**src/rtl/dlr_pkg.sv**
```systemverilog
// shared types and constants of the dda line rasterizer
`default_nettype none
package dlr_pkg;

  localparam int COORD_BITS   = 11;
  localparam int FRAC_BITS    = 16;
  localparam int ACC_BITS     = COORD_BITS + FRAC_BITS;
  localparam int STEP_BITS    = FRAC_BITS + 2;
  localparam int DIV_CNT_BITS = $clog2(ACC_BITS + 1);
  localparam int QUEUE_DEPTH  = 2;
  localparam int QPTR_BITS    = $clog2(QUEUE_DEPTH);
  localparam int QCNT_BITS    = $clog2(QUEUE_DEPTH + 1);

  localparam logic FUNC_START   = 1'b0;
  localparam logic FUNC_ADVANCE = 1'b1;

  typedef logic [COORD_BITS-1:0] coord_t;

  typedef struct packed {
    logic   is_start;
    coord_t sx;
    coord_t sy;
    coord_t adx;
    coord_t ady;
    coord_t steps;
    logic   x_neg;
    logic   y_neg;
  } cmd_t;

endpackage
`default_nettype wire

```
**src/rtl/dlr_front.sv**
```systemverilog
// front end: takes input words and classifies them into line commands
`default_nettype none
module dlr_front (
  input  wire logic            in_valid,
  output logic                 in_stall,
  input  wire logic            func,
  input  wire dlr_pkg::coord_t start_x,
  input  wire dlr_pkg::coord_t start_y,
  input  wire dlr_pkg::coord_t end_x,
  input  wire dlr_pkg::coord_t end_y,
  input  wire logic            queue_full,
  output logic                 push,
  output dlr_pkg::cmd_t        push_cmd
);

  dlr_pkg::coord_t adx;
  dlr_pkg::coord_t ady;
  logic            x_neg;
  logic            y_neg;

  always_comb begin
    x_neg = end_x < start_x;
    y_neg = end_y < start_y;
    adx   = x_neg ? (start_x - end_x) : (end_x - start_x);
    ady   = y_neg ? (start_y - end_y) : (end_y - start_y);
  end

  assign in_stall = queue_full;
  assign push     = in_valid && !queue_full;

  always_comb begin
    push_cmd.is_start = (func == dlr_pkg::FUNC_START);
    push_cmd.sx       = start_x;
    push_cmd.sy       = start_y;
    push_cmd.adx      = adx;
    push_cmd.ady      = ady;
    push_cmd.steps    = (adx > ady) ? adx : ady;
    push_cmd.x_neg    = x_neg;
    push_cmd.y_neg    = y_neg;
  end

endmodule
`default_nettype wire

```
**src/rtl/dlr_queue.sv**
```systemverilog
// short command queue between front and back
`default_nettype none
module dlr_queue (
  input  wire logic          clk,
  input  wire logic          rst,
  input  wire logic          push,
  input  wire dlr_pkg::cmd_t push_cmd,
  input  wire logic          pop,
  output dlr_pkg::cmd_t      pop_cmd,
  output logic               full,
  output logic               not_empty
);

  dlr_pkg::cmd_t                 mem [dlr_pkg::QUEUE_DEPTH];
  logic [dlr_pkg::QPTR_BITS-1:0] wr_ptr;
  logic [dlr_pkg::QPTR_BITS-1:0] rd_ptr;
  logic [dlr_pkg::QCNT_BITS-1:0] count;
  logic                          do_push;
  logic                          do_pop;

  assign full      = (count == dlr_pkg::QCNT_BITS'(dlr_pkg::QUEUE_DEPTH));
  assign not_empty = (count != '0);
  assign do_push   = push && !full;
  assign do_pop    = pop && not_empty;
  assign pop_cmd   = mem[rd_ptr];

  always_ff @(posedge clk) begin
    if (do_push) begin
      mem[wr_ptr] <= push_cmd;
    end
  end

  always_ff @(posedge clk) begin
    if (rst) begin
      wr_ptr <= '0;
      rd_ptr <= '0;
      count  <= '0;
    end else begin
      if (do_push) begin
        wr_ptr <= (wr_ptr == dlr_pkg::QPTR_BITS'(dlr_pkg::QUEUE_DEPTH - 1)) ? '0 : wr_ptr + 1'b1;
      end
      if (do_pop) begin
        rd_ptr <= (rd_ptr == dlr_pkg::QPTR_BITS'(dlr_pkg::QUEUE_DEPTH - 1)) ? '0 : rd_ptr + 1'b1;
      end
      if (do_push && !do_pop) begin
        count <= count + 1'b1;
      end else if (do_pop && !do_push) begin
        count <= count - 1'b1;
      end
    end
  end

endmodule
`default_nettype wire

```
**src/rtl/dlr_back.sv**
```systemverilog
// back end: increment divider, accumulators and pixel output register
`default_nettype none
module dlr_back (
  input  wire logic          clk,
  input  wire logic          rst,
  input  wire logic          cmd_avail,
  input  wire dlr_pkg::cmd_t cmd,
  output logic               pop,
  output logic               out_valid,
  input  wire logic          out_stall,
  output dlr_pkg::coord_t    pixel_x,
  output dlr_pkg::coord_t    pixel_y,
  output logic               last_pixel
);

  localparam int CB = dlr_pkg::COORD_BITS;
  localparam int FB = dlr_pkg::FRAC_BITS;
  localparam int AB = dlr_pkg::ACC_BITS;
  localparam int SB = dlr_pkg::STEP_BITS;

  typedef enum logic {S_RUN, S_DIV} state_t;

  state_t                           state;
  logic                             drawing;
  logic [AB-1:0]                    x_accum;
  logic [AB-1:0]                    y_accum;
  logic [SB-1:0]                    x_step;
  logic [SB-1:0]                    y_step;
  dlr_pkg::coord_t                  steps_left;
  logic                             x_neg;
  logic                             y_neg;
  logic [AB-1:0]                    num_x;
  logic [AB-1:0]                    num_y;
  logic [CB:0]                      rem_x;
  logic [CB:0]                      rem_y;
  logic [dlr_pkg::DIV_CNT_BITS-1:0] div_cnt;

  logic [AB-1:0]   x_accum_next;
  logic [AB-1:0]   y_accum_next;
  dlr_pkg::coord_t steps_left_next;
  logic [CB:0]     rem_x_sh;
  logic [CB:0]     rem_y_sh;
  logic            qx;
  logic            qy;
  logic [SB-1:0]   mag_x;
  logic [SB-1:0]   mag_y;
  logic            pixel_load;

  assign pop = (state == S_RUN) && cmd_avail && (!out_valid || !out_stall);

  // a popped command gives a pixel unless it is an advance while idle
  assign pixel_load = pop && (cmd.is_start || drawing);

  always_comb begin
    x_accum_next    = x_accum + {{(AB-SB){x_step[SB-1]}}, x_step};
    y_accum_next    = y_accum + {{(AB-SB){y_step[SB-1]}}, y_step};
    steps_left_next = steps_left - 1'b1;
    rem_x_sh        = {rem_x[CB-1:0], num_x[AB-1]};
    rem_y_sh        = {rem_y[CB-1:0], num_y[AB-1]};
    qx              = rem_x_sh >= {1'b0, steps_left};
    qy              = rem_y_sh >= {1'b0, steps_left};
    mag_x           = {1'b0, num_x[FB:0]};
    mag_y           = {1'b0, num_y[FB:0]};
  end

  always_ff @(posedge clk) begin
    if (rst) begin
      state      <= S_RUN;
      drawing    <= 1'b0;
      out_valid  <= 1'b0;
      x_accum    <= '0;
      y_accum    <= '0;
      x_step     <= '0;
      y_step     <= '0;
      steps_left <= '0;
      div_cnt    <= '0;
    end else begin
      if (pixel_load) begin
        out_valid <= 1'b1;
      end else if (!out_stall) begin
        out_valid <= 1'b0;
      end
      unique case (state)
        S_RUN: begin
          if (pop) begin
            if (cmd.is_start) begin
              x_accum    <= {cmd.sx, {FB{1'b0}}};
              y_accum    <= {cmd.sy, {FB{1'b0}}};
              steps_left <= cmd.steps;
              pixel_x    <= cmd.sx;
              pixel_y    <= cmd.sy;
              x_neg      <= cmd.x_neg;
              y_neg      <= cmd.y_neg;
              num_x      <= {cmd.adx, {FB{1'b0}}};
              num_y      <= {cmd.ady, {FB{1'b0}}};
              rem_x      <= '0;
              rem_y      <= '0;
              div_cnt    <= dlr_pkg::DIV_CNT_BITS'(AB);
              if (cmd.steps == '0) begin
                x_step     <= '0;
                y_step     <= '0;
                drawing    <= 1'b0;
                last_pixel <= 1'b1;
              end else begin
                drawing    <= 1'b1;
                last_pixel <= 1'b0;
                state      <= S_DIV;
              end
            end else if (drawing) begin
              x_accum    <= x_accum_next;
              y_accum    <= y_accum_next;
              steps_left <= steps_left_next;
              pixel_x    <= x_accum_next[AB-1:FB];
              pixel_y    <= y_accum_next[AB-1:FB];
              last_pixel <= (steps_left_next == '0);
              if (steps_left_next == '0) begin
                drawing <= 1'b0;
              end
            end
          end
        end
        S_DIV: begin
          if (div_cnt != '0) begin
            rem_x   <= qx ? (rem_x_sh - {1'b0, steps_left}) : rem_x_sh;
            rem_y   <= qy ? (rem_y_sh - {1'b0, steps_left}) : rem_y_sh;
            num_x   <= {num_x[AB-2:0], qx};
            num_y   <= {num_y[AB-2:0], qy};
            div_cnt <= div_cnt - 1'b1;
          end else begin
            x_step <= x_neg ? (SB'(0) - mag_x) : mag_x;
            y_step <= y_neg ? (SB'(0) - mag_y) : mag_y;
            state  <= S_RUN;
          end
        end
        default: state <= S_RUN;
      endcase
    end
  end

endmodule
`default_nettype wire

```
**src/rtl/dda_line_rasterizer_unit.sv**
```systemverilog
// top level of the dda line rasterizer
//
// input channel: in_valid / in_stall carry one word with func and two
// endpoints. func start loads a segment and gives its first pixel; func
// advance gives the next pixel, and is dropped with no output while no
// segment is being drawn. a start with equal endpoints gives one pixel
// flagged last_pixel.
// output channel: out_valid / out_stall carry pixel_x, pixel_y, last_pixel.
// an accepted word passes the command queue and then the pixel output register.
// throughput: advance words run at one per cycle while the receiver does not
// stall. a start word holds the back end after its first pixel while the
// restoring divider forms both increments one quotient bit per cycle; a
// two-word command queue keeps taking input meanwhile.
// reset (rst, synchronous) empties the queue, drops any segment and clears
// out_valid.
// when the receiver stalls, the pixel word holds, the back end stops taking
// commands, and once the queue fills in_stall rises.
`default_nettype none
module dda_line_rasterizer_unit (
  input  wire logic            clk,
  input  wire logic            rst,
  input  wire logic            in_valid,
  output logic                 in_stall,
  input  wire logic            func,
  input  wire dlr_pkg::coord_t start_x,
  input  wire dlr_pkg::coord_t start_y,
  input  wire dlr_pkg::coord_t end_x,
  input  wire dlr_pkg::coord_t end_y,
  output logic                 out_valid,
  input  wire logic            out_stall,
  output dlr_pkg::coord_t      pixel_x,
  output dlr_pkg::coord_t      pixel_y,
  output logic                 last_pixel
);

  logic          q_push;
  logic          q_full;
  logic          q_pop;
  logic          q_not_empty;
  dlr_pkg::cmd_t push_cmd;
  dlr_pkg::cmd_t pop_cmd;

  dlr_front u_front (
    .in_valid   (in_valid),
    .in_stall   (in_stall),
    .func       (func),
    .start_x    (start_x),
    .start_y    (start_y),
    .end_x      (end_x),
    .end_y      (end_y),
    .queue_full (q_full),
    .push       (q_push),
    .push_cmd   (push_cmd)
  );

  dlr_queue u_queue (
    .clk       (clk),
    .rst       (rst),
    .push      (q_push),
    .push_cmd  (push_cmd),
    .pop       (q_pop),
    .pop_cmd   (pop_cmd),
    .full      (q_full),
    .not_empty (q_not_empty)
  );

  dlr_back u_back (
    .clk        (clk),
    .rst        (rst),
    .cmd_avail  (q_not_empty),
    .cmd        (pop_cmd),
    .pop        (q_pop),
    .out_valid  (out_valid),
    .out_stall  (out_stall),
    .pixel_x    (pixel_x),
    .pixel_y    (pixel_y),
    .last_pixel (last_pixel)
  );

endmodule
`default_nettype wire

```
**config.mk**
```make
export PLATFORM = sky130hd
export DESIGN_NAME = dda_line_rasterizer_unit
export DESIGN_NICKNAME = d
export VERILOG_FILES = /design/src/rtl/dlr_pkg.sv /design/src/rtl/dlr_front.sv /design/src/rtl/dlr_queue.sv /design/src/rtl/dlr_back.sv /design/src/rtl/dda_line_rasterizer_unit.sv
export SDC_FILE = /design/constraint.sdc
export NUM_CORES = 1
export LEC_CHECK = 0
export BUFFER_PORTS_ARGS = -buffer_cell sky130_fd_sc_hd__buf_4
export CAP_MARGIN = 25
export CORE_ASPECT_RATIO = 0.7
export CORE_MARGIN = 2
export CORE_UTILIZATION = 35
export CTS_CLUSTER_DIAMETER = 60
export DETAILED_ROUTE_END_ITERATION = 10
export MAX_ROUTING_LAYER = met4
export PLACE_DENSITY = 0.62
export SLEW_MARGIN = 0
export SYNTH_ARGS = -nofsm -noshare
export SYNTH_HDL_FRONTEND = slang
export SYNTH_SLANG_ARGS = --single-unit
```
**constraint.sdc**
```tcl
create_clock -name clk -period 23.8 [get_ports clk]
set_input_delay 2.38 -clock clk [delete_from_list [all_inputs] [get_ports clk]]
set_output_delay 2.38 -clock clk [all_outputs]
set_load 0.005 [all_outputs]
```
# Word-level counts from Yosys, hierarchy flattened
# Memories as Yosys holds them, arrays and structs flattened. A register that Yosys moved wholly into a read port is not among the register bits.
# Index checks and enable logic that the tools add are counted.
[word_totals]
register_bits = 214
ramBits = 116
input_bits = 49
output_inout_bits = 25
n_memories = 1
[op_classes]
addsub = 16
order_cmp = 5
eq_ne = 7
muxes = 63
bitwise = 3
n_reduce_logical = 28
[mem_list]
columns = ["memory", "depth", "width", "read_ports", "rd_clocked_by_memory_dff", "write_ports", "line_no", "source"]
rows = [
  ["u_queue.mem", 2, 58, 1, 1, 1, "dlr_queue.sv:14", "dlr_pkg::cmd_t mem [dlr_pkg::QUEUE_DEPTH];"],
]
[ops]
columns = ["cell", "n"]
rows = [
  ["2-to-1 mux 27 bit", 10],
  ["2-to-1 mux 11 bit", 15],
  ["2-to-1 mux 18 bit", 7],
  ["case mux 27 bit (2 select lines)", 2],
  ["case mux 18 bit (2 select lines)", 2],
  ["subtractor 11 bit", 6],
  ["adder 27 bit", 2],
  ["case mux 11 bit (2 select lines)", 2],
  ["subtractor 1 x 17 -> 18 bit (first input constant)", 2],
  ["greater-or-equal comparator 12 x 11 -> 1 bit", 2],
  ["zero test 11 bit", 2],
  ["< comparator 11 bit", 2],
  ["2-to-1 mux 1 bit", 18],
  ["AND reduction 4 bit", 4],
  ["2-to-1 mux 5 bit", 3],
  ["greater-than comparator 11 bit", 1],
  ["subtractor 11 x 1 -> 11 bit (second input constant)", 1],
  ["case mux 5 bit (2 select lines)", 1],
  ["logical AND 1 bit", 8],
  ["inequality test 2 x 1 -> 1 bit (second input constant)", 3],
  ["inequality test 2 bit (second input constant)", 3],
  ["AND reduction 3 bit", 2],
  ["nonzero test 2 bit", 3],
  ["zero test 1 bit", 5],
  ["11 further kinds", 16],
]

# Longest topological paths before layout
# Gate-level depths: netlist of run 1.
[logic_depth]
depth_word = 8
ltp_mapped = 22

# Modules after synthesis
# A second synthesis of run 1 with hierarchy kept.
[hier_totals]
hier_cells = 1913
hier_area_um2 = 19496.2
[by_module_without_submodules]
columns = ["mod", "instances", "cells_per_inst", "area_each_um2", "seq_area_each_um2"]
rows = [
  ["dlr_back", 1, 1369, 12660.9, 5215.0],
  ["dlr_queue", 1, 205, 4401.7, 3583.4],
  ["dlr_front", 1, 339, 2433.6, 0.0],
]

# Worst setup path after synthesis of run 1
# Ideal clock, no wire load.
[synth_timing]
path_kind = "input -> register"
startpoint = "input port out_stall"
endpoint = "register u_back.num_x[0] (enable)"
setup_time_ps = 604
t_arrival_ps = 8605
t_required_ps = 23196
setup_slack_ps = 14591
cell_stages = 5
path_buffers = 0
path_cell_list = "a211oi_1 -> inv_1 -> nor2_1 -> nor2_1 -> nor3_1"
[synth_via]
elab_chain_len = 5
[synth_lines]
columns = ["item", "line_no", "source"]
rows = [
  ["from (decl)", "dda_line_rasterizer_unit.sv:30", "input wire logic out_stall,"],
  ["zero test 1 bit", "dlr_back.sv:49", "assign pop = (state == S_RUN) && cmd_avail && (!out_valid || !out_stall);"],
  ["logical OR 1 bit", "dlr_back.sv:49", ""],
  ["logical AND 1 bit", "dlr_back.sv:49", ""],
  ["inequality test 2 x 1 -> 1 bit (no source line)", "-", ""],
  ["AND reduction 4 bit (no source line)", "-", ""],
  ["to (signal assigned)", "dlr_back.sv:94", "num_x <= {cmd.adx, {FB{1'b0}}};"],
  ["to (signal assigned)", "dlr_back.sv:126", "num_x <= {num_x[AB-2:0], qx};"],
  ["to (decl)", "dlr_back.sv:32", "logic [AB-1:0] num_x;"],
]
# Every way passes these cells.
# A chain may end at the register's enable or synchronous reset.

==> results of run 1 <==
[worst reg2reg max path: stages, from the launching register on]
cell and delay [ns]:
dfxtp_2 0.31, buf_4 0.35, clkinv_1 0.55, nand2_1 0.69
nand2_1 0.10, buf_4 0.31, o21ai_4 0.67, nor2_1 0.44
buf_4 0.34, a221oi_1 0.26, nor2_1 0.06
[registers in the layout (all words and copies together), names as in the netlist, 2 cells and up, named ones only]
register	cells
u_back.pixel_y	11
u_queue.mem	116
u_back.x_step	18
u_back.steps_left	11
u_back.x_accum	27
u_back.rem_x	11
u_queue.count	2
u_back.num_y	27
u_back.y_accum	27
u_back.rem_y	11
u_back.div_cnt	5
u_back.y_step	18
u_back.pixel_x	11
u_back.num_x	27
[worst max path at each step]
stage	startpoint	to	slack [ns]	depth (start not counted)
detailed placement	start_x[1]	u_queue.mem[0][3]	16.56	24
global route	start_x[1]	u_queue.mem[0][3]	16.66	24
CTS	start_x[1]	u_queue.mem[0][3]	17.12	24
finish	start_x[1]	u_queue.mem[0][3]	17.05	21
global placement	start_x[1]	u_queue.mem[0][3]	16.66	24
floorplan	out_stall	u_back.num_x[0]	14.59	5
[cell families (layout without fill, tap and decap cells)]
logic type | after synthesis | count (layout) | share of synthesized area, %
fa+ha+maj | 142 | 142 | 9.58
simple gates | 545 | 545 | 13.6
xor+xnor | 107 | 107 | 4.89
flops | 331 | 331 | 45.9
mux | 74 | 74 | 4.05
buf+inv | 191 | 270 | 3.86
compound gates | 543 | 543 | 18.1
[final cells by class]
type	instances	share of cell area, %
multi-input cells	1411	44.3
clock inverters	14	1.07
flip-flops and latches	331	40.3
inverters	107	1.84
clock buffers	55	4.89
well taps	730	4.19
repair buffers	94	3.34
[routing by layer]
| metal | wire [um] | up-vias | GRT usage (%) |
|---|---|---|---|
| li1 | - | 7164 | - |
| met1 | 24900 | 7075 | 25.7 |
| met2 | 20800 | 409 | 26.1 |
| met3 | 2560 | 80 | 2.53 |
| met4 | 1400 | 0 | 5.43 |
| met5 | 0 | - | - |
[power by group through the flow]
stage	Combinational (mW)	Clock [mW]	Sequential (mW)
2_1_floorplan	0.714	0	0.875
3_3_place_gp	0.960	0	0.897
3_5_place_dp	0.985	0	0.901
4_1_cts	0.993	0.629	0.891
5_1_grt	1.12	0.650	0.906
6_report	0.999	0.616	0.891
[cells in the mapped netlist (all sizes together) (38+ instances only)]
library cell    n
a21oi         151
nor2b          39
mux2i          58
xnor2          70
edfxtp        217
clkbuf         59
nand2         144
dfxtp         114
ha            134
nor2          160
inv           106
nand3          38
o21ai         135
nor3           38
a22oi          59
a21o           47
[through the flow]
stage               hold WS [ns]  util (%)
detailed placement         0.450      38.0
floorplan                  0.436         -
finish                     0.455      40.5
global placement           0.442      38.0
global route               0.478      40.5
CTS                        0.458      40.4
==> impl_metrics.tcl, run 1 <==
set metrics [dict create \
    dp_hpwl_mm 34.8 \
    cp_slowest_stage_delay_ns 0.51 \
    reg2reg_slack_ns 19.57 \
    wirelength_mm 49.7 \
    clk_latency_ns 0.54 \
    io-pin-count 74 \
    fin_crit_ns 6.75 \
    period_share_pct 28.4 \
    synth.avg_cell_area_sq_um 9.91 \
    holdPathEnd "u_back.y_accum[0]" \
    synth-seq-cells 331 \
    critPathSlowestCell "xor2_1" \
    setup_tns_ns 0 \
    cts.htree.levels 2 \
    grt_pass1_wl_mm 78.4 \
    setup_slack_ns 17.05 \
    vias 14700 \
    p_total_mw 2.51 \
    p_seq_share_pct 35.6 \
    grt_max_degree 104 \
    p_switching_mw 0.958 \
    cts_sinks 331 \
    rr_worst_depth 10 \
    finalNetCount 2174 \
    critPathMaxFanout 10 \
    ys_warn_count 0 \
    post_cts_resized 0 \
    final_cells 2742 \
    drive_above_1_share_pct 9.49 \
    ctsHoldBuffers 0 \
    clockBufferDepth 3 \
    syn_inst 1933 \
    drt_iter0_drc 1207 \
    yosysTopAreaCell "edfxtp_1" \
    antenna_left 0 \
    fill_cells 5197 \
    yosys_most_used_dff "edfxtp_1" \
    fin_area_sq_um 21800 \
    cts_made_buffers 38 \
    worst_slew_pin_slew_ns 1.02 \
    worstHoldPathCells 2 \
    cts_tree "done" \
    path_buf_inv 4 \
    finalSetupViolCount 0 \
    placed_cells 2672 \
    synthToLayoutAreaGrowth_pct 13.8 \
    switching_share_pct 38.2 \
    die_h_um 200 \
    synth_top_cell_area_share_pct 34.0 \
    hp-class "reg2reg" \
    drt_pass1_iterations 6 \
    grt_pass1_vias 13900 \
    pwr-share-clk_pct 24.6 \
    layout.cells.most_common "edfxtp_1" \
    synthTopCellsByArea "edfxtp_1, dfxtp_1, ha_1" \
    finalMaxSlewViolations 0 \
    routed_via_density 5.37 \
    maxCapViolations 0 \
    grt_overflow_total 0 \
    syn_area_sq_um 19200 \
    final_cell_mix "edfxtp_1, nor2_1, a21oi_1, nand2_1, ha_1" \
    crit_path_cell_trace "buf_4 -> inv_1 -> ha_1 -> nor2b_1 -> nor3_1 -> o21bai_1 -> o41ai_1 -> o21ai_1 -> a31oi_1 -> buf_4 -> mux2i_1 -> xor2_1 -> ha_1 -> o21a_1 -> o221ai_1 -> nor2_1 -> o21ai_0 -> nand2b_1 -> o31ai_1 -> buf_4 -> mux2_2" \
    track_usage_pct 17.9 \
    register_area_sq_um 8800 \
    rsz0062_at_grt "no" \
    antenna_cells 0 \
    max_freq_ghz 0.148 \
    cts_root_buf "clkbuf_16" \
    cp-start-kind "primary input" \
    port-buffer-count 73 \
    yosysSeqAreaShare_pct 45.9 \
    cp_common_cell "buf_4" \
    postCtsSetupBuffers 0 \
    critPathTopFamily "compound AO/OA/AOI/OAI gates" \
    route.detailed.wl_per_inst_um 18.1 \
    antenna_found_initial 0 \
    die_w_um 284 \
    die-area_sq_um 56700 \
    cp.required_ns 24.08 \
    min_from "u_back.y_accum[0]" \
    drc 0 \
    placed_cell_area_sq_um 20500 \
    max-vdd-ir-drop_mv 0.0594 \
    path_clk_slew_ns 0.06 \
    status "finished clean" \
    finClkSkew_ns 0.0200 \
    multiInputGateArea_sq_um 9670 \
    netlist-cell-type-count 76 \
    coreArea_sq_um 53900 \
    ys_async_sr_fraction_pct 0 \
    p_leak_nw 8.68 \
    pwr-share-comb_pct 39.9 \
    internal_power_mw 1.55 \
    hold_viol 0 \
    rows 71 \
    synth_nets 2124 \
    relSlewSlack_pct 31.5 \
    gp_congestion 0.898 \
    crit_arrival_ns 7.02 \
    powerDensity_nw_per_um2 115 \
    endpoint_kind "register" \
    detailedPlace.worstSlack_ns 16.56 \
    start_util_pct 35.5 \
    synth_edf_count 217 \
    critical_path_class "in2reg" \
    worstReg2RegEnd "u_back.x_accum[24]" \
]
Power figures use the tool's default switching activity.
==> inputs of run 2 (changes only) <==
--- a/config.mk
+++ b/config.mk
@@ -5,6 +5,7 @@
 export SDC_FILE = /design/constraint.sdc
 export NUM_CORES = 1
 export LEC_CHECK = 0
+export ABC_AREA = 1
 export BUFFER_PORTS_ARGS = -buffer_cell sky130_fd_sc_hd__buf_4
 export CAP_MARGIN = 25
 export CORE_ASPECT_RATIO = 0.7
==> constraint.sdc (replaced) <==
create_clock -name clk -period 6.4 [get_ports clk]
set_input_delay 0.64 -clock clk [delete_from_list [all_inputs] [get_ports clk]]
set_output_delay 0.64 -clock clk [all_outputs]
set_load 0.005 [all_outputs]
==> impl_metrics.tcl, run 2 <==
set metrics [dict create \
    synth_edf_count 217 \
    largest-register "u_queue.mem" \
    rsz0062_at_grt "no" \
    routed_via_density 4.93 \
    io-pin-count 74 \
    wl_met2_mm 21.2 \
    ys_async_sr_fraction_pct 0 \
    syn_area_sq_um 21000 \
    grt_overflow_total 0 \
    hold_viol 0 \
    crit_arrival_ns 4.31 \
    maxCapViolations 0 \
    max-vdd-ir-drop_mv 0.240 \
    final_cell_mix "nand2_1, inv_1, a21oi_1, nor2_1, edfxtp_1" \
    critPathSlowestCell "ha_1" \
    internal_power_mw 5.44 \
    dr_wl_met3_mm 4.79 \
    critPathTopFamily "simple AND/OR/NAND/NOR gates" \
    grt_pass1_vias 15900 \
    layout.cells.most_common "nand2_1" \
    start_util_pct 35.2 \
    largest_reg_flops 116 \
    cp-start-kind "primary input" \
    p_seq_share_pct 35.2 \
    coreArea_sq_um 59600 \
    finalNetCount 2984 \
    cts_root_buf "clkbuf_16" \
    critical_path_class "in2reg" \
    port-buffer-count 73 \
    p_total_mw 9.41 \
    period_share_pct 63.2 \
    cp.required_ns 6.67 \
    relSlewSlack_pct 42.5 \
    synth_top_cell_area_share_pct 31.1 \
    p_switching_mw 3.97 \
    finalSetupViolCount 0 \
    setup_tns_ns 0 \
    die-area_sq_um 61900 \
    drt_pass1_iterations 5 \
    max_freq_ghz 0.247 \
    synth_commonest_cells "nand2_1, inv_1, a21oi_1" \
    gp_congestion 0.961 \
    synth_nets 2941 \
    wirelength_mm 58.1 \
    finClkSkew_ns 0.0220 \
    synth-seq-cells 331 \
    yosysTopAreaCell "edfxtp_1" \
    status "finished clean" \
    postLayoutCoreUtil_pct 39.3 \
    yosysMostFrequentCell "nand2_1" \
    antenna_cells 0 \
    synth.avg_cell_area_sq_um 7.62 \
    yosys_most_used_dff "edfxtp_1" \
    switching_share_pct 42.2 \
    die_w_um 296 \
    cp_common_cell "nand2_1" \
    grt_pass1_wl_mm 91.5 \
    route.detailed.wl_per_inst_um 16.0 \
    fill_cells 6142 \
    endpoint_kind "register" \
    ys_warn_count 0 \
    path_buf_inv 4 \
    worst_slew_pin_slew_ns 0.862 \
    syn_inst 2750 \
    track_usage_pct 19.2 \
    fin_crit_ns 4.05 \
    grt_max_degree 65 \
    post_cts_resized 0 \
    drive_above_1_share_pct 7.02 \
    cts_tree "done" \
    crit_path_cell_trace "buf_4 -> inv_1 -> ha_1 -> nand2_1 -> o21ai_1 -> nand3_1 -> nand3_1 -> inv_1 -> or2_2 -> o21ai_1 -> ha_1 -> nand2_1 -> o21ai_0 -> nand4_1 -> o2111ai_1 -> nand2_1 -> inv_2 -> nand2_1 -> o21ai_0" \
    powerDensity_nw_per_um2 402 \
    vias 17900 \
    antenna_found_initial 0 \
    netlist-cell-type-count 50 \
    finalMaxSlewViolations 0 \
    yosysSeqAreaShare_pct 42.0 \
    antenna_left 0 \
    cts_sinks 331 \
    die_h_um 209 \
    dp_hpwl_mm 42.6 \
    hold_slack_ns 0.301 \
    clockBufferDepth 3 \
    wl_met1_mm 31.5 \
    drc 0 \
    pwr-share-comb_pct 43.0 \
    highest_layer "met4" \
    p_leak_nw 10.8 \
    drt_iter0_drc 1783 \
    postCtsSetupBuffers 0 \
    critPathMaxFanout 12 \
    rows 75 \
    pwr-share-clk_pct 21.8 \
    synthTopCellsByArea "edfxtp_1, nand2_1, dfxtp_1" \
    path_clk_slew_ns 0.06 \
    cts_made_buffers 36 \
    cp_slowest_stage_delay_ns 0.47 \
    ctsHoldBuffers 0 \
    hp-class "in2reg" \
    synthToLayoutAreaGrowth_pct 11.6 \
    cts.htree.levels 2 \
    clk_latency_ns 0.54 \
]
-- run 2: cell types whose count changed in the layout (fill, tap and decap cells not counted), moves of 58 or more --
cell,before,now
a21oi_1,147,240
mux2i_1,58,0
inv_1,106,365
nor2_1,156,221
nand3_1,38,176
nand2_1,143,779
-- run 2: stage by stage --
stage               cells  worst slack [ns]  area [sq um]
floorplan            2750              1.79         21000
global placement     3563              1.92         22300
CTS                  3628              2.43         23400
global route         3628              2.09         23400
finish               3628              2.35         23400
detailed placement   3563              1.87         22300
-- run 2: worst paths after layout --
| path | slack, ns | depth (start not counted) | end | start |
|---|---|---|---|---|
| min reg2reg | 0.46 | 2 | u_back.div_cnt[0] | u_back.div_cnt[0] |
| max | 2.35 | 19 | u_queue.mem[0][3] | start_y[2] |
| min | 0.30 | 1 | u_queue.mem[1][45] | start_y[10] |
| max reg2reg | 3.07 | 8 | u_back.y_accum[22] | u_back.state |
-- run 2: kinds of logic (layout without fill, tap and decap cells) --
family | Yosys count | count (layout) | synth area share (%)
compound gates | 421 | 421 | 11.0
xor+xnor | 69 | 69 | 2.88
fa+ha+maj | 142 | 142 | 8.77
buf+inv | 458 | 528 | 8.60
flops | 331 | 331 | 42.0
simple gates | 1329 | 1329 | 26.7
-- run 2: power groups by stage --
stage                     combinational (mW)  sequential, mW  clock (mW)
after floorplan                         2.94            3.22           0
after global placement                  3.98            3.34           0
after detailed placement                4.00            3.34           0
after CTS                               4.02            3.31        2.10
after global routing                    4.57            3.37        2.19
final                                   4.04            3.31        2.05
-- run 2: metal layers --
metal / vias up / track usage [%]
li1: 9109 / -
met1: 8176 / 31.8
met2: 564 / 23.7
met3: 45 / 3.75
met4: 0 / 2.37
met5: - / -
-- run 2: layout make-up --
class / instances / area, sq um / area share, %
multi-input cells: 1961 / 10400 / 44.4
flip-flops and latches: 331 / 8800 / 37.6
inverters: 377 / 1420 / 6.05
well taps: 808 / 1010 / 4.32
clock buffers: 48 / 946 / 4.04
repair buffers: 86 / 646 / 2.76
clock inverters: 17 / 184 / 0.786
==> inputs of run 3 (changes only) <==
==> constraint.sdc (replaced) <==
create_clock -name clk -period 4.08 [get_ports clk]
set_input_delay 0.408 -clock clk [delete_from_list [all_inputs] [get_ports clk]]
set_output_delay 0.408 -clock clk [all_outputs]
set_load 0.005 [all_outputs]
==> impl_metrics.tcl, run 3 (synthesized netlist as in run 2, its figures left out) <==
set metrics [dict create \
    status "finished clean" \
    cts_sinks 331 \
    antenna_left 0 \
    routed_via_density 4.93 \
    drive_above_1_share_pct 7.69 \
    gp_congestion 0.958 \
    reg2reg_slack_ns 1.21 \
    drt_pass1_iterations 7 \
    io-pin-count 74 \
    postLayoutCoreUtil_pct 39.5 \
    max_freq_ghz 0.295 \
    p_leak_nw 10.9 \
    holdPathEnd "u_queue.mem[1][56]" \
    placed_cells 3578 \
    cp-start-kind "primary input" \
    rr_worst_depth 12 \
    worstHoldPathCells 1 \
    detailedPlace.worstSlack_ns 0.183 \
    endpoint_kind "register" \
    min_from "start_x[10]" \
    port-buffer-count 73 \
    vias 18000 \
    coreArea_sq_um 59600 \
    largest-register "u_queue.mem" \
    hold_viol 0 \
    dp_hpwl_mm 42.8 \
    fin_crit_ns 3.38 \
    rows 75 \
    cts.htree.levels 2 \
    max-vdd-ir-drop_mv 0.355 \
    antenna_cells 0 \
    post_cts_resized 0 \
    critPathLaunch "start_x[2]" \
    relSlewSlack_pct 37.4 \
    critical_path_class "in2reg" \
    antenna_found_initial 0 \
    postCtsSetupBuffers 0 \
    critPathMaxFanout 11 \
    powerDensity_nw_per_um2 634 \
    cts_tree "done" \
    cts_root_buf "clkbuf_16" \
    critPathSlowestCell "ha_1" \
    drc 0 \
    start_util_pct 35.2 \
    cp_slowest_stage_delay_ns 0.42 \
    rsz0062_at_grt "no" \
    finalMaxSlewViolations 0 \
    final_cell_mix "nand2_1, inv_1, a21oi_1, nor2_1, edfxtp_1" \
    drt_iter0_drc 1779 \
    crit_path_cell_trace "buf_4 -> inv_1 -> ha_1 -> a21oi_1 -> nand2_1 -> nand3_1 -> nand3_1 -> inv_2 -> nand2_1 -> nand2_1 -> inv_1 -> ha_1 -> nand2_1 -> inv_1 -> nand3_1 -> or4_1 -> nand2_1 -> buf_4 -> o21ai_0" \
    wirelength_mm 57.7 \
    cp_common_cell "nand2_1" \
    maxCapViolations 0 \
    ctsHoldBuffers 0 \
    worstReg2RegEnd "u_back.x_step[12]" \
    grt_pass1_vias 16300 \
    route.detailed.wl_per_inst_um 15.8 \
    largest_reg_flops 116 \
    setup_slack_ns 0.695 \
    hp-class "in2reg" \
    period_share_pct 83.0 \
    clk_latency_ns 0.54 \
    cts_made_buffers 35 \
    crit_arrival_ns 3.64 \
    grt_max_degree 67 \
    track_usage_pct 19.1 \
    die-area_sq_um 61900 \
    layout.cells.most_common "nand2_1" \
    setup_tns_ns 0 \
    grt_overflow_total 0 \
    path_clk_slew_ns 0.07 \
    finClkSkew_ns 0.0311 \
    worst_slew_pin_slew_ns 0.939 \
    cp.required_ns 4.33 \
    die_w_um 296 \
    final_cells 3642 \
    finalNetCount 2998 \
    clockBufferDepth 3 \
    synthToLayoutAreaGrowth_pct 12.4 \
    die_h_um 209 \
    finalSetupViolCount 0 \
    grt_pass1_wl_mm 91.4 \
]
-- run 3: metal layers --
layer  global-route usage, %  share of wire, %  vias up
li1                        -                 -     9141
met1                    31.4                55     8203
met2                    23.9                36      566
met3                    3.46               7.8       50
met4                    2.46              0.98        0
met5                       -                 0        -
-- run 3: worst max path at each step --
stage                         endpoint  slack, ns  depth (start not counted)
finish               u_queue.mem[0][7]       0.70                         19
detailed placement  u_queue.mem[0][11]       0.18                         20
global placement     u_queue.mem[0][3]       0.24                         20
global route         u_queue.mem[0][3]       0.38                         20
floorplan            u_queue.mem[1][0]       0.60                          2
CTS                  u_queue.mem[1][3]       0.74                         20
-- run 3: layout make-up --
class                           count  area [sq um]
Fill cell                        6182         36000
Multi-Input combinational cell   1961         10400
Sequential cell                   331          8800
Inverter                          377          1420
Tap cell                          808          1010
Clock buffer                       42           945
Timing Repair Buffer              101           771
Clock inverter                     22           211
-- run 3: worst max-delay path, delay by kind of cell --
family | cells | cell delay, ns
AND/OR/NAND/NOR | 9 | 1.39
adder cells (fa/ha/maj) | 2 | 0.72
buffers and inverters | 6 | 0.71
AO/OA/AOI/OAI | 2 | 0.39
-- run 3: where the power goes --
part | switching (mW) | total, mW | internal, mW
logic | 4.41 | 6.51 | 2.11
registers | 0.483 | 5.14 | 4.66
clock network | 1.41 | 3.27 | 1.86
-- run 3: through the flow --
stage	hold slack [ns]	power (mW)	instance area [sq um]
floorplan	0.443	9.65	21000
global placement	0.452	11.6	22400
detailed placement	0.453	11.6	22400
CTS	0.0534	14.9	23500
global route	0.0597	16.0	23500
finish	0.0635	14.9	23500
